### src/rtl/trsb_pkg.sv
// Shared types, codes and reset values of the traffic rate status blinker.
package trsb_pkg;

    localparam int BRIGHT_W   = 8;
    localparam int BYTES_W    = 32;
    localparam int INTERVAL_W = 16;
    localparam int PROD_W     = BYTES_W + INTERVAL_W;
    localparam int CFG_IDX_W  = 3;
    localparam int CFG_DATA_W = 32;

    localparam int TIMER_BITS_DEF = 16;
    localparam int Q_DEPTH_DEF    = 2;

    // item kinds
    localparam logic [1:0] MODE_TICK    = 2'd0;
    localparam logic [1:0] MODE_TRAFFIC = 2'd1;
    localparam logic [1:0] MODE_STATE   = 2'd2;
    localparam logic [1:0] MODE_NOP     = 2'd3;

    // display states
    localparam logic [1:0] DISP_STANDBY   = 2'd0;
    localparam logic [1:0] DISP_ERROR     = 2'd1;
    localparam logic [1:0] DISP_RECONNECT = 2'd2;
    localparam logic [1:0] DISP_ACTIVE    = 2'd3;

    // traffic classes
    localparam logic [1:0] TC_FAST   = 2'd0;
    localparam logic [1:0] TC_SLOW   = 2'd1;
    localparam logic [1:0] TC_INTERP = 2'd2;

    // register indexes
    localparam logic [CFG_IDX_W-1:0] CFG_MAX_BRIGHT = 3'd0;
    localparam logic [CFG_IDX_W-1:0] CFG_TRAF_LOW   = 3'd1;
    localparam logic [CFG_IDX_W-1:0] CFG_TRAF_HIGH  = 3'd2;
    localparam logic [CFG_IDX_W-1:0] CFG_FAST_INT   = 3'd3;
    localparam logic [CFG_IDX_W-1:0] CFG_SLOW_INT   = 3'd4;
    localparam logic [CFG_IDX_W-1:0] CFG_RECON_INT  = 3'd5;

    // register reset values
    localparam logic [BRIGHT_W-1:0]   RST_MAX_BRIGHT = 8'd127;
    localparam logic [BYTES_W-1:0]    RST_TRAF_LOW   = 32'd1000;
    localparam logic [BYTES_W-1:0]    RST_TRAF_HIGH  = 32'd100000;
    localparam logic [INTERVAL_W-1:0] RST_FAST_INT   = 16'd50;
    localparam logic [INTERVAL_W-1:0] RST_SLOW_INT   = 16'd1000;
    localparam logic [INTERVAL_W-1:0] RST_RECON_INT  = 16'd500;

    typedef struct packed {
        logic [BRIGHT_W-1:0]   drive_level;
        logic [BYTES_W-1:0]    traffic_low;
        logic [BYTES_W-1:0]    traffic_high;
        logic [INTERVAL_W-1:0] fast_interval_ms;
        logic [INTERVAL_W-1:0] slow_interval_ms;
        logic [INTERVAL_W-1:0] reconnect_interval_ms;
    } t_cfg;

    typedef struct packed {
        logic [1:0]         kind;
        logic [1:0]         new_state;
        logic [1:0]         tclass;
        logic [BYTES_W-1:0] diff;
    } t_cmd;

    typedef struct packed {
        logic [BRIGHT_W-1:0]   red;
        logic [BRIGHT_W-1:0]   green;
        logic [BRIGHT_W-1:0]   blue;
        logic                  lit;
        logic [INTERVAL_W-1:0] interval_ms;
    } t_res;

endpackage

### src/rtl/trsb_fifo.sv
// Small register queue used between the front, the back and the result port.
module trsb_fifo #(
    parameter int WIDTH = 8,
    parameter int DEPTH = trsb_pkg::Q_DEPTH_DEF
) (
    input  logic             i_clk,
    input  logic             i_rst_n,
    input  logic             i_push,
    input  logic [WIDTH-1:0] i_wdata,
    output logic             o_full,
    input  logic             i_pop,
    output logic             o_empty,
    output logic [WIDTH-1:0] o_rdata
);
    localparam int AW = (DEPTH > 1) ? $clog2(DEPTH) : 1;
    localparam int CW = $clog2(DEPTH + 1);
    localparam logic [AW-1:0] LAST = AW'(DEPTH - 1);

    logic [WIDTH-1:0] r_mem [DEPTH];
    logic [AW-1:0]    r_wp, r_rp;
    logic [CW-1:0]    r_cnt;
    logic             wr_en, rd_en;

    assign o_full  = (r_cnt == CW'(DEPTH));
    assign o_empty = (r_cnt == '0);
    assign wr_en   = i_push && !o_full;
    assign rd_en   = i_pop && !o_empty;
    assign o_rdata = r_mem[r_rp];

    always_ff @(posedge i_clk) begin
        if (wr_en) begin
            r_mem[r_wp] <= i_wdata;
        end
    end

    always_ff @(posedge i_clk) begin
        if (!i_rst_n) begin
            r_wp  <= '0;
            r_rp  <= '0;
            r_cnt <= '0;
        end else begin
            if (wr_en) begin
                r_wp <= (r_wp == LAST) ? '0 : r_wp + 1'b1;
            end
            if (rd_en) begin
                r_rp <= (r_rp == LAST) ? '0 : r_rp + 1'b1;
            end
            if (wr_en && !rd_en) begin
                r_cnt <= r_cnt + 1'b1;
            end else if (rd_en && !wr_en) begin
                r_cnt <= r_cnt - 1'b1;
            end
        end
    end
endmodule

### src/rtl/trsb_front.sv
// Front end: decodes an input item and classifies traffic against the thresholds.
module trsb_front (
    input  trsb_pkg::t_cfg                      i_cfg,
    input  logic [1:0]                          i_mode,
    input  logic [trsb_pkg::BYTES_W-1:0]        i_traffic_bytes,
    input  logic [1:0]                          i_new_state,
    output trsb_pkg::t_cmd                      o_cmd
);
    always_comb begin
        o_cmd.new_state = i_new_state;
        o_cmd.diff      = i_traffic_bytes - i_cfg.traffic_low;
        unique case (i_mode)
            trsb_pkg::MODE_TICK:    o_cmd.kind = trsb_pkg::MODE_TICK;
            trsb_pkg::MODE_TRAFFIC: o_cmd.kind = trsb_pkg::MODE_TRAFFIC;
            trsb_pkg::MODE_STATE:   o_cmd.kind = trsb_pkg::MODE_STATE;
            default:                o_cmd.kind = trsb_pkg::MODE_NOP;
        endcase
        // high threshold wins when the thresholds are out of order
        priority if (i_traffic_bytes >= i_cfg.traffic_high) begin
            o_cmd.tclass = trsb_pkg::TC_FAST;
        end else if (i_traffic_bytes <= i_cfg.traffic_low) begin
            o_cmd.tclass = trsb_pkg::TC_SLOW;
        end else begin
            o_cmd.tclass = trsb_pkg::TC_INTERP;
        end
    end
endmodule

### src/rtl/trsb_back.sv
// Back end: lamp state, blink timer and the serial interval interpolation.
module trsb_back #(
    parameter int TIMER_BITS = trsb_pkg::TIMER_BITS_DEF
) (
    input  logic           i_clk,
    input  logic           i_rst_n,
    input  trsb_pkg::t_cfg i_cfg,
    input  logic           i_cmd_empty,
    input  trsb_pkg::t_cmd i_cmd,
    output logic           o_cmd_pop,
    input  logic           i_res_full,
    output logic           o_res_push,
    output trsb_pkg::t_res o_res
);
    localparam int IW    = trsb_pkg::INTERVAL_W;
    localparam int BW    = trsb_pkg::BYTES_W;
    localparam int CMP_W = (TIMER_BITS > IW) ? TIMER_BITS : IW;
    localparam int CNT_W = $clog2(IW);

    localparam logic [1:0] ST_IDLE = 2'd0;
    localparam logic [1:0] ST_MUL  = 2'd1;
    localparam logic [1:0] ST_DIV  = 2'd2;
    localparam logic [1:0] ST_DONE = 2'd3;

    logic [1:0]            r_state, n_state;
    logic [1:0]            r_mode, n_mode;
    logic                  r_lamp, n_lamp;
    logic [TIMER_BITS-1:0] r_elapsed, n_elapsed;
    logic [IW-1:0]         r_interval, n_interval;

    logic [BW-1:0]         r_diff, r_range, r_rem;
    logic [IW-1:0]         r_span, r_lo;
    logic                  r_up;
    logic [CNT_W-1:0]      r_cnt;

    logic                  go_div, do_simple, finish;
    logic                  blink;
    logic [IW-1:0]         limit;
    logic [BW:0]           trial;
    logic                  ge;
    logic [BW-1:0]         rem_next;

    assign go_div = (r_state == ST_IDLE) && !i_cmd_empty
                    && (i_cmd.kind == trsb_pkg::MODE_TRAFFIC)
                    && (i_cmd.tclass == trsb_pkg::TC_INTERP)
                    && (r_mode == trsb_pkg::DISP_ACTIVE);
    assign do_simple = (r_state == ST_IDLE) && !i_cmd_empty && !go_div && !i_res_full;
    assign finish    = (r_state == ST_DONE) && !i_res_full;
    assign o_cmd_pop  = go_div || do_simple;
    assign o_res_push = do_simple || finish;

    // restoring divide step, quotient bits shift into r_lo
    assign trial    = {r_rem, r_lo[IW-1]};
    assign ge       = (trial >= {1'b0, r_range});
    assign rem_next = ge ? BW'(trial - {1'b0, r_range}) : trial[BW-1:0];

    always_comb begin
        n_mode     = r_mode;
        n_lamp     = r_lamp;
        n_elapsed  = r_elapsed;
        n_interval = r_interval;
        blink      = 1'b0;
        limit      = r_interval;
        if (r_state == ST_DONE) begin
            n_interval = r_up ? i_cfg.slow_interval_ms + r_lo
                              : i_cfg.slow_interval_ms - r_lo;
        end else begin
            unique case (i_cmd.kind)
                trsb_pkg::MODE_TICK: begin
                    if (r_elapsed != '1) begin
                        n_elapsed = r_elapsed + 1'b1;
                    end
                    if (r_mode == trsb_pkg::DISP_RECONNECT) begin
                        blink = 1'b1;
                        limit = i_cfg.reconnect_interval_ms;
                    end else if (r_mode == trsb_pkg::DISP_ACTIVE) begin
                        blink = 1'b1;
                    end
                    if (blink && (CMP_W'(n_elapsed) >= CMP_W'(limit))) begin
                        n_lamp    = !r_lamp;
                        n_elapsed = '0;
                    end
                end
                trsb_pkg::MODE_TRAFFIC: begin
                    if (r_mode == trsb_pkg::DISP_ACTIVE) begin
                        if (i_cmd.tclass == trsb_pkg::TC_FAST) begin
                            n_interval = i_cfg.fast_interval_ms;
                        end else if (i_cmd.tclass == trsb_pkg::TC_SLOW) begin
                            n_interval = i_cfg.slow_interval_ms;
                        end
                    end
                end
                trsb_pkg::MODE_STATE: n_mode = i_cmd.new_state;
                default: ;
            endcase
        end
        if (n_mode == trsb_pkg::DISP_STANDBY || n_mode == trsb_pkg::DISP_ERROR) begin
            n_lamp = 1'b1;
        end
    end

    always_comb begin
        o_res.red         = '0;
        o_res.green       = '0;
        o_res.blue        = '0;
        o_res.lit         = n_lamp;
        o_res.interval_ms = n_interval;
        unique case (n_mode)
            trsb_pkg::DISP_STANDBY: o_res.blue = i_cfg.drive_level;
            trsb_pkg::DISP_ERROR:   o_res.red  = i_cfg.drive_level;
            trsb_pkg::DISP_RECONNECT: begin
                if (n_lamp) begin
                    o_res.red   = i_cfg.drive_level;
                    o_res.green = i_cfg.drive_level;
                end
            end
            default: begin
                if (n_lamp) begin
                    o_res.green = i_cfg.drive_level;
                end
            end
        endcase
    end

    always_comb begin
        n_state = r_state;
        unique case (r_state)
            ST_IDLE: if (go_div) n_state = ST_MUL;
            ST_MUL:  n_state = ST_DIV;
            ST_DIV:  if (r_cnt == CNT_W'(IW - 1)) n_state = ST_DONE;
            default: if (finish) n_state = ST_IDLE;
        endcase
    end

    always_ff @(posedge i_clk) begin
        if (!i_rst_n) begin
            r_state    <= ST_IDLE;
            r_mode     <= trsb_pkg::DISP_STANDBY;
            r_lamp     <= 1'b0;
            r_elapsed  <= '0;
            r_interval <= trsb_pkg::RST_SLOW_INT;
            r_cnt      <= '0;
        end else begin
            r_state <= n_state;
            if (o_res_push) begin
                r_mode     <= n_mode;
                r_lamp     <= n_lamp;
                r_elapsed  <= n_elapsed;
                r_interval <= n_interval;
            end
            if (r_state == ST_DIV) begin
                r_cnt <= r_cnt + 1'b1;
            end else begin
                r_cnt <= '0;
            end
        end
    end

    always_ff @(posedge i_clk) begin
        if (go_div) begin
            r_diff  <= i_cmd.diff;
            r_range <= i_cfg.traffic_high - i_cfg.traffic_low;
            r_up    <= i_cfg.slow_interval_ms < i_cfg.fast_interval_ms;
            r_span  <= (i_cfg.slow_interval_ms >= i_cfg.fast_interval_ms)
                       ? i_cfg.slow_interval_ms - i_cfg.fast_interval_ms
                       : i_cfg.fast_interval_ms - i_cfg.slow_interval_ms;
        end
        if (r_state == ST_MUL) begin
            {r_rem, r_lo} <= trsb_pkg::PROD_W'(r_diff) * trsb_pkg::PROD_W'(r_span);
        end else if (r_state == ST_DIV) begin
            r_rem <= rem_next;
            r_lo  <= {r_lo[IW-2:0], ge};
        end
    end
endmodule

### src/rtl/traffic_rate_status_blinker_unit.sv
// Top level of the traffic rate status blinker: registers, queues, front and back.
//
//  channel | direction | handshake            | payload
//  input   | in        | push / full          | i_mode, i_traffic_bytes, i_new_state
//  result  | out       | empty / pop          | o_red, o_green, o_blue, o_lit, o_interval_ms
//  config  | in        | i_cfg_we             | i_cfg_idx, i_cfg_data
//
// Tick, state change and plain traffic items are handled in the back end's idle state,
// popped and answered together unless the result queue is full. A traffic report
// between the thresholds while active takes a multiply step and a 16-step serial
// divide in the back end. Reset is synchronous; no clearing pass.
// Each side stalls on its own through a Q_DEPTH-entry (two by default) item queue before and after the back end.
module traffic_rate_status_blinker_unit #(
    parameter int TIMER_BITS = trsb_pkg::TIMER_BITS_DEF,
    parameter int Q_DEPTH    = trsb_pkg::Q_DEPTH_DEF
) (
    input  logic                                i_clk,
    input  logic                                i_rst_n,
    input  logic                                push,
    output logic                                full,
    input  logic [1:0]                          i_mode,
    input  logic [trsb_pkg::BYTES_W-1:0]        i_traffic_bytes,
    input  logic [1:0]                          i_new_state,
    output logic                                empty,
    input  logic                                pop,
    output logic [trsb_pkg::BRIGHT_W-1:0]       o_red,
    output logic [trsb_pkg::BRIGHT_W-1:0]       o_green,
    output logic [trsb_pkg::BRIGHT_W-1:0]       o_blue,
    output logic                                o_lit,
    output logic [trsb_pkg::INTERVAL_W-1:0]     o_interval_ms,
    input  logic                                i_cfg_we,
    input  logic [trsb_pkg::CFG_IDX_W-1:0]      i_cfg_idx,
    input  logic [trsb_pkg::CFG_DATA_W-1:0]     i_cfg_data
);
    localparam int CMD_W = $bits(trsb_pkg::t_cmd);
    localparam int RES_W = $bits(trsb_pkg::t_res);

    trsb_pkg::t_cfg r_cfg;
    trsb_pkg::t_cmd front_cmd, q_cmd;
    trsb_pkg::t_res back_res, q_res;
    logic           cmd_empty, cmd_pop, res_full, res_push;
    logic [CMD_W-1:0] cmd_rdata;
    logic [RES_W-1:0] res_rdata;

    always_ff @(posedge i_clk) begin
        if (!i_rst_n) begin
            r_cfg.drive_level           <= trsb_pkg::RST_MAX_BRIGHT;
            r_cfg.traffic_low           <= trsb_pkg::RST_TRAF_LOW;
            r_cfg.traffic_high          <= trsb_pkg::RST_TRAF_HIGH;
            r_cfg.fast_interval_ms      <= trsb_pkg::RST_FAST_INT;
            r_cfg.slow_interval_ms      <= trsb_pkg::RST_SLOW_INT;
            r_cfg.reconnect_interval_ms <= trsb_pkg::RST_RECON_INT;
        end else if (i_cfg_we) begin
            unique case (i_cfg_idx)
                trsb_pkg::CFG_MAX_BRIGHT:
                    r_cfg.drive_level <= i_cfg_data[trsb_pkg::BRIGHT_W-1:0];
                trsb_pkg::CFG_TRAF_LOW:
                    r_cfg.traffic_low <= i_cfg_data[trsb_pkg::BYTES_W-1:0];
                trsb_pkg::CFG_TRAF_HIGH:
                    r_cfg.traffic_high <= i_cfg_data[trsb_pkg::BYTES_W-1:0];
                trsb_pkg::CFG_FAST_INT:
                    r_cfg.fast_interval_ms <= i_cfg_data[trsb_pkg::INTERVAL_W-1:0];
                trsb_pkg::CFG_SLOW_INT:
                    r_cfg.slow_interval_ms <= i_cfg_data[trsb_pkg::INTERVAL_W-1:0];
                trsb_pkg::CFG_RECON_INT:
                    r_cfg.reconnect_interval_ms <= i_cfg_data[trsb_pkg::INTERVAL_W-1:0];
                default: ;
            endcase
        end
    end

    trsb_front u_front (
        .i_cfg           (r_cfg),
        .i_mode          (i_mode),
        .i_traffic_bytes (i_traffic_bytes),
        .i_new_state     (i_new_state),
        .o_cmd           (front_cmd)
    );

    trsb_fifo #(.WIDTH(CMD_W), .DEPTH(Q_DEPTH)) u_cmd_q (
        .i_clk   (i_clk),
        .i_rst_n (i_rst_n),
        .i_push  (push),
        .i_wdata (front_cmd),
        .o_full  (full),
        .i_pop   (cmd_pop),
        .o_empty (cmd_empty),
        .o_rdata (cmd_rdata)
    );

    assign q_cmd = trsb_pkg::t_cmd'(cmd_rdata);

    trsb_back #(.TIMER_BITS(TIMER_BITS)) u_back (
        .i_clk       (i_clk),
        .i_rst_n     (i_rst_n),
        .i_cfg       (r_cfg),
        .i_cmd_empty (cmd_empty),
        .i_cmd       (q_cmd),
        .o_cmd_pop   (cmd_pop),
        .i_res_full  (res_full),
        .o_res_push  (res_push),
        .o_res       (back_res)
    );

    trsb_fifo #(.WIDTH(RES_W), .DEPTH(Q_DEPTH)) u_res_q (
        .i_clk   (i_clk),
        .i_rst_n (i_rst_n),
        .i_push  (res_push),
        .i_wdata (back_res),
        .o_full  (res_full),
        .i_pop   (pop),
        .o_empty (empty),
        .o_rdata (res_rdata)
    );

    assign q_res         = trsb_pkg::t_res'(res_rdata);
    assign o_red         = q_res.red;
    assign o_green       = q_res.green;
    assign o_blue        = q_res.blue;
    assign o_lit         = q_res.lit;
    assign o_interval_ms = q_res.interval_ms;

    a_res_no_overflow: assert property (@(posedge i_clk) disable iff (!i_rst_n)
        res_push |-> !res_full)
        else $error("result pushed into a full queue");

    a_cmd_no_underflow: assert property (@(posedge i_clk) disable iff (!i_rst_n)
        cmd_pop |-> !cmd_empty)
        else $error("item popped from an empty queue");

    a_blue_alone: assert property (@(posedge i_clk) disable iff (!i_rst_n)
        (!empty && o_blue != '0) |-> (o_red == '0 && o_green == '0))
        else $error("blue drive mixed with another colour");

    a_dark_lamp: assert property (@(posedge i_clk) disable iff (!i_rst_n)
        (!empty && !o_lit) |-> (o_red == '0 && o_green == '0 && o_blue == '0))
        else $error("dark lamp drives a channel");
endmodule
### config.mk
export PLATFORM = sky130hd
export DESIGN_NAME = traffic_rate_status_blinker_unit
export DESIGN_NICKNAME = d
export VERILOG_FILES = /design/src/rtl/trsb_pkg.sv /design/src/rtl/trsb_fifo.sv /design/src/rtl/trsb_front.sv /design/src/rtl/trsb_back.sv /design/src/rtl/traffic_rate_status_blinker_unit.sv
export SDC_FILE = /design/constraint.sdc
export NUM_CORES = 2
export LEC_CHECK = 0
export BUFFER_PORTS_ARGS = -buffer_cell sky130_fd_sc_hd__buf_2
export CORE_ASPECT_RATIO = 0.8
export CORE_MARGIN = 8
export CORE_UTILIZATION = 50
export DETAILED_ROUTE_END_ITERATION = 7
export PLACE_DENSITY = 0.77
export SYNTH_ARGS = -nofsm -noshare
export SYNTH_HDL_FRONTEND = slang
export SYNTH_HIERARCHICAL = 1
export SYNTH_SLANG_ARGS = --single-unit
### constraint.sdc
create_clock -name i_clk -period 23.1 [get_ports i_clk]
set_input_delay 2.31 -clock i_clk [delete_from_list [all_inputs] [get_ports i_clk]]
set_output_delay 2.31 -clock i_clk [all_outputs]
set_load 0.01 [all_outputs]
==> out/results.tsv <==
stage	metric	value	unit
outcome	status	finished, final reports clean	
detailed_routing	Routed WL per cell	20.1	um
worst_setup_path	crit path max fanout	16	
placement	Routability Congestion	0.952	
timing	RSZ-0062 raised after global routing	no	
logic_synthesis	synthesized area per cell	9.44	um^2
worst_setup_path	Critical Path Source Type	register	
worst_hold_path	hold crit path type	reg -> reg	
global_route	vias in the first global route	32900	
clock_tree	post_cts resized	0	
worst_setup_path	Req. time, crit path	23.40	ns
floorplanning	die height	280	um
logic_synthesis	post-synthesis async set-or-reset flop share	0	
floorplanning	core box area	86000	um^2
global_route	initial antenna violation count	5	
power_and_ir_drop	Lkg Pwr	20.6	nW
logic_synthesis	Synth Flop Type	edfxtp_1	
layout	commonest non-fill, non-tap cells in the layout	inv_1, nand2_1, fa_1	
floorplanning	Initial Util	0.506	
layout	most common cell after layout, fill and taps aside	inv_1	
clock_tree	clock latency at the later pin of the worst-skew pair	0.59	ns
power_and_ir_drop	Switch Pwr	1.16	mW
logic_synthesis	Cell Area, Synth	43500	um^2
logic_synthesis	Synth Area in Adders	0.288	
logic_synthesis	YS warnings	6	
detailed_routing	vias post-DR	33300	
timing	measured slew at the worst slew-check pin	1.10	ns
logic_synthesis	count of cell types in the netlist	83	
clock_tree	H-tree depth	2	
placement	Place WS	15.43	ns
clock_tree	clk slew on worst S/H paths	0.06	ns
timing	period utilization	0.331	
power_and_ir_drop	Reg power frac	0.361	
logic_synthesis	post-synthesis xor/xnor area fraction	0.0367	
global_route	GRT Residual Overflow	0	
logic_synthesis	post-synthesis simple-gate area fraction	0.150	
detailed_routing	DRC viols	0	
power_and_ir_drop	P_int	2.01	mW
logic_synthesis	Yosys reg bits	458	
timing	relative slew slack	0.257	
logic_synthesis	post-synthesis mux area share	0.0624	
layout	share of cells above drive strength 1	0.0775	
logic_synthesis	cell count after synthesis	4607	
layout	area growth from synthesis to layout	7.07	%
floorplanning	# IOs	119	
logic_synthesis	Compound-Gate Fraction of Synth Area	0.107	
timing	final hold vios	0	
logic_synthesis	Mapped Nets	5428	
logic_synthesis	main combinational cell family by area after synthesis	adder cells	
detailed_routing	1st-iter DRT viols	3314	
logic_synthesis	share of the yosys chip area belonging to registers	0.277	
detailed_routing	via/cell ratio	5.77	
clock_tree	clock sink total	458	
power_and_ir_drop	Worst VDD drop	0.0675	mV
clock_tree	Clock Tree Root	clkbuf_16	
worst_setup_path	critical path capture point type	register	
layout	# nets final	5423	
run	Max Cap Viol	0	
timing	final setup TNS	0	ns
worst_setup_path	arrival time worst endpoint	7.95	ns
placement	port buffer count	118	
detailed_routing	DRT Pass-1 Iters	5	
global_route	first-pass GRT wire length	184	mm
clock_tree	TritonCTS clock tree	yes	
floorplanning	Die Area	96700	um^2
power_and_ir_drop	Clk pwr share	0.252	
detailed_routing	Detailed Route WL	116	mm
worst_setup_path	crit path kind	reg -> reg	
global_route	pin count of the biggest net entering global routing	113	
clock_tree	Setup Fix Bufs, Post-CTS	0	
detailed_routing	Routed Antenna Nets	0	
power_and_ir_drop	Combinational Power Share	0.387	
timing	Max Clk Rate	131	MHz
timing	Setup Skew	0.0187	ns
floorplanning	Die Wd	346	um
logic_synthesis	Post-synth EDFFs	287	
timing	count of final max-slew check failures	0	
global_route	total track usage	0.235	
placement	post-DP HPWL	89.1	mm
clock_tree	Max Root-Sink Buffers	3	
clock_tree	Inserted Clock Buffers	49	
floorplanning	standard-cell rows	96	
timing	Setup-failing EPs final	0	
timing	minimum clock period	7.65	ns
power_and_ir_drop	Pwr Density	68.1	nW/um^2
clock_tree	hold-fix buffer count after cts	0	
power_and_ir_drop	Sw Share	0.366	
timing	post-route setup slack	15.45	ns
path summary, 6_finish.rpt:
kind | start | to | slack (ns) | depth (start not counted)
max | u_back/r_diff[0]$_DFFE_PP_ | u_back/r_rem[29]$_DFFE_PN_ | 15.45 | 21
min | u_back/r_cnt[0]$_SDFF_PN0_ | u_back/r_cnt[0]$_SDFF_PN0_ | 0.44 | 1
max reg2reg | u_back/r_diff[0]$_DFFE_PP_ | u_back/r_rem[29]$_DFFE_PN_ | 15.45 | 21
min reg2reg | u_back/r_cnt[0]$_SDFF_PN0_ | u_back/r_cnt[0]$_SDFF_PN0_ | 0.44 | 1
registers in the layout, summed over array words and instances (netlist names), 4 cells and up, named ones only:
register / cells
u_back/r_interval: 16
u_cmd_q/r_mem: 76
r_cfg: 120
u_back/r_rem: 32
u_back/r_span: 16
u_back/r_lo: 16
u_back/r_diff: 32
u_res_q/r_mem: 82
u_back/r_range: 32
u_back/r_elapsed: 16
u_back/r_cnt: 4
through the flow:
stage	instances	hold WS (ns)	util	power, mW	area (um^2)
finish	5776	0.442	0.541	3.17	46600
global route	5770	0.465	0.541	3.33	46500
CTS	5770	0.449	0.541	3.16	46500
detailed placement	5678	0.441	0.522	2.36	44900
global placement	5678	0.436	0.522	2.33	44900
floorplan	4607	0.418	-	2.00	43500
power groups by stage:
stage | combinational (mW) | sequential [mW] | clock [mW]
final | 1.23 | 1.14 | 0.799
after global routing | 1.34 | 1.15 | 0.837
after detailed placement | 1.20 | 1.16 | 0
after floorplan | 0.889 | 1.11 | 0
after global placement | 1.18 | 1.15 | 0
after CTS | 1.21 | 1.14 | 0.810
Yosys cell counts, drive strengths merged (78+ instances only):
cell type,instances,area share
mux2,95,0.025
edfxtp,287,0.20
nor2b,78,0.011
dfxtp,171,0.079
nor2,174,0.015
a21o,110,0.019
inv,675,0.058
fa,424,0.20
and2,235,0.034
o21ai,129,0.015
a21oi,219,0.025
ha,321,0.092
nand2,612,0.053
xnor2,105,0.021
mux2i,164,0.038
clkbuf,161,0.014
cell families after synthesis:
| kind of cell | after synthesis |
|---|---|
| AO/OA/AOI/OAI | 721 |
| XOR/XNOR | 182 |
| adder cells (fa/ha/maj) | 745 |
| buffers and inverters | 888 |
| flip-flops | 458 |
| multiplexers | 259 |
| AND/OR/NAND/NOR | 1354 |
per-layer routing:
metal	up-vias	track usage	share of wire
li1	15200	-	-
met3	175	0.0597	0.11
met4	2	0.0512	0.020
met2	1578	0.356	0.43
met5	-	0	0.000069
met1	16300	0.339	0.44
worst max-delay path, stage by stage, from the launching register on:
cell	delay, ns
edfxtp_1	0.79
nand2_1	0.17
fa_1	0.54
fa_1	0.54
inv_1	0.08
fa_1	0.54
fa_1	0.53
fa_1	0.56
inv_1	0.06
fa_1	0.52
inv_1	0.04
ha_1	0.34
a21oi_1	0.30
nand2_1	0.09
a221oi_1	0.47
a21oi_1	0.21
a41oi_1	0.54
o21bai_1	0.20
a2111oi_0	0.46
nor3_1	0.13
xnor2_1	0.16
a21oi_1	0.08
area by class of cell:
| type | count | area (um^2) |
|---|---|---|
| sequential | 458 | 12000 |
| clock inverter | 19 | 135 |
| inverter | 675 | 2530 |
| antenna | 6 | 15.0 |
| multi-input combinational | 3261 | 28000 |
| tap | 1127 | 1410 |
| fill | 7576 | 39500 |
| timing repair buffer | 157 | 890 |
| clock buffer | 73 | 1520 |
No activity file was read; power rests on OpenSTA's default activity.
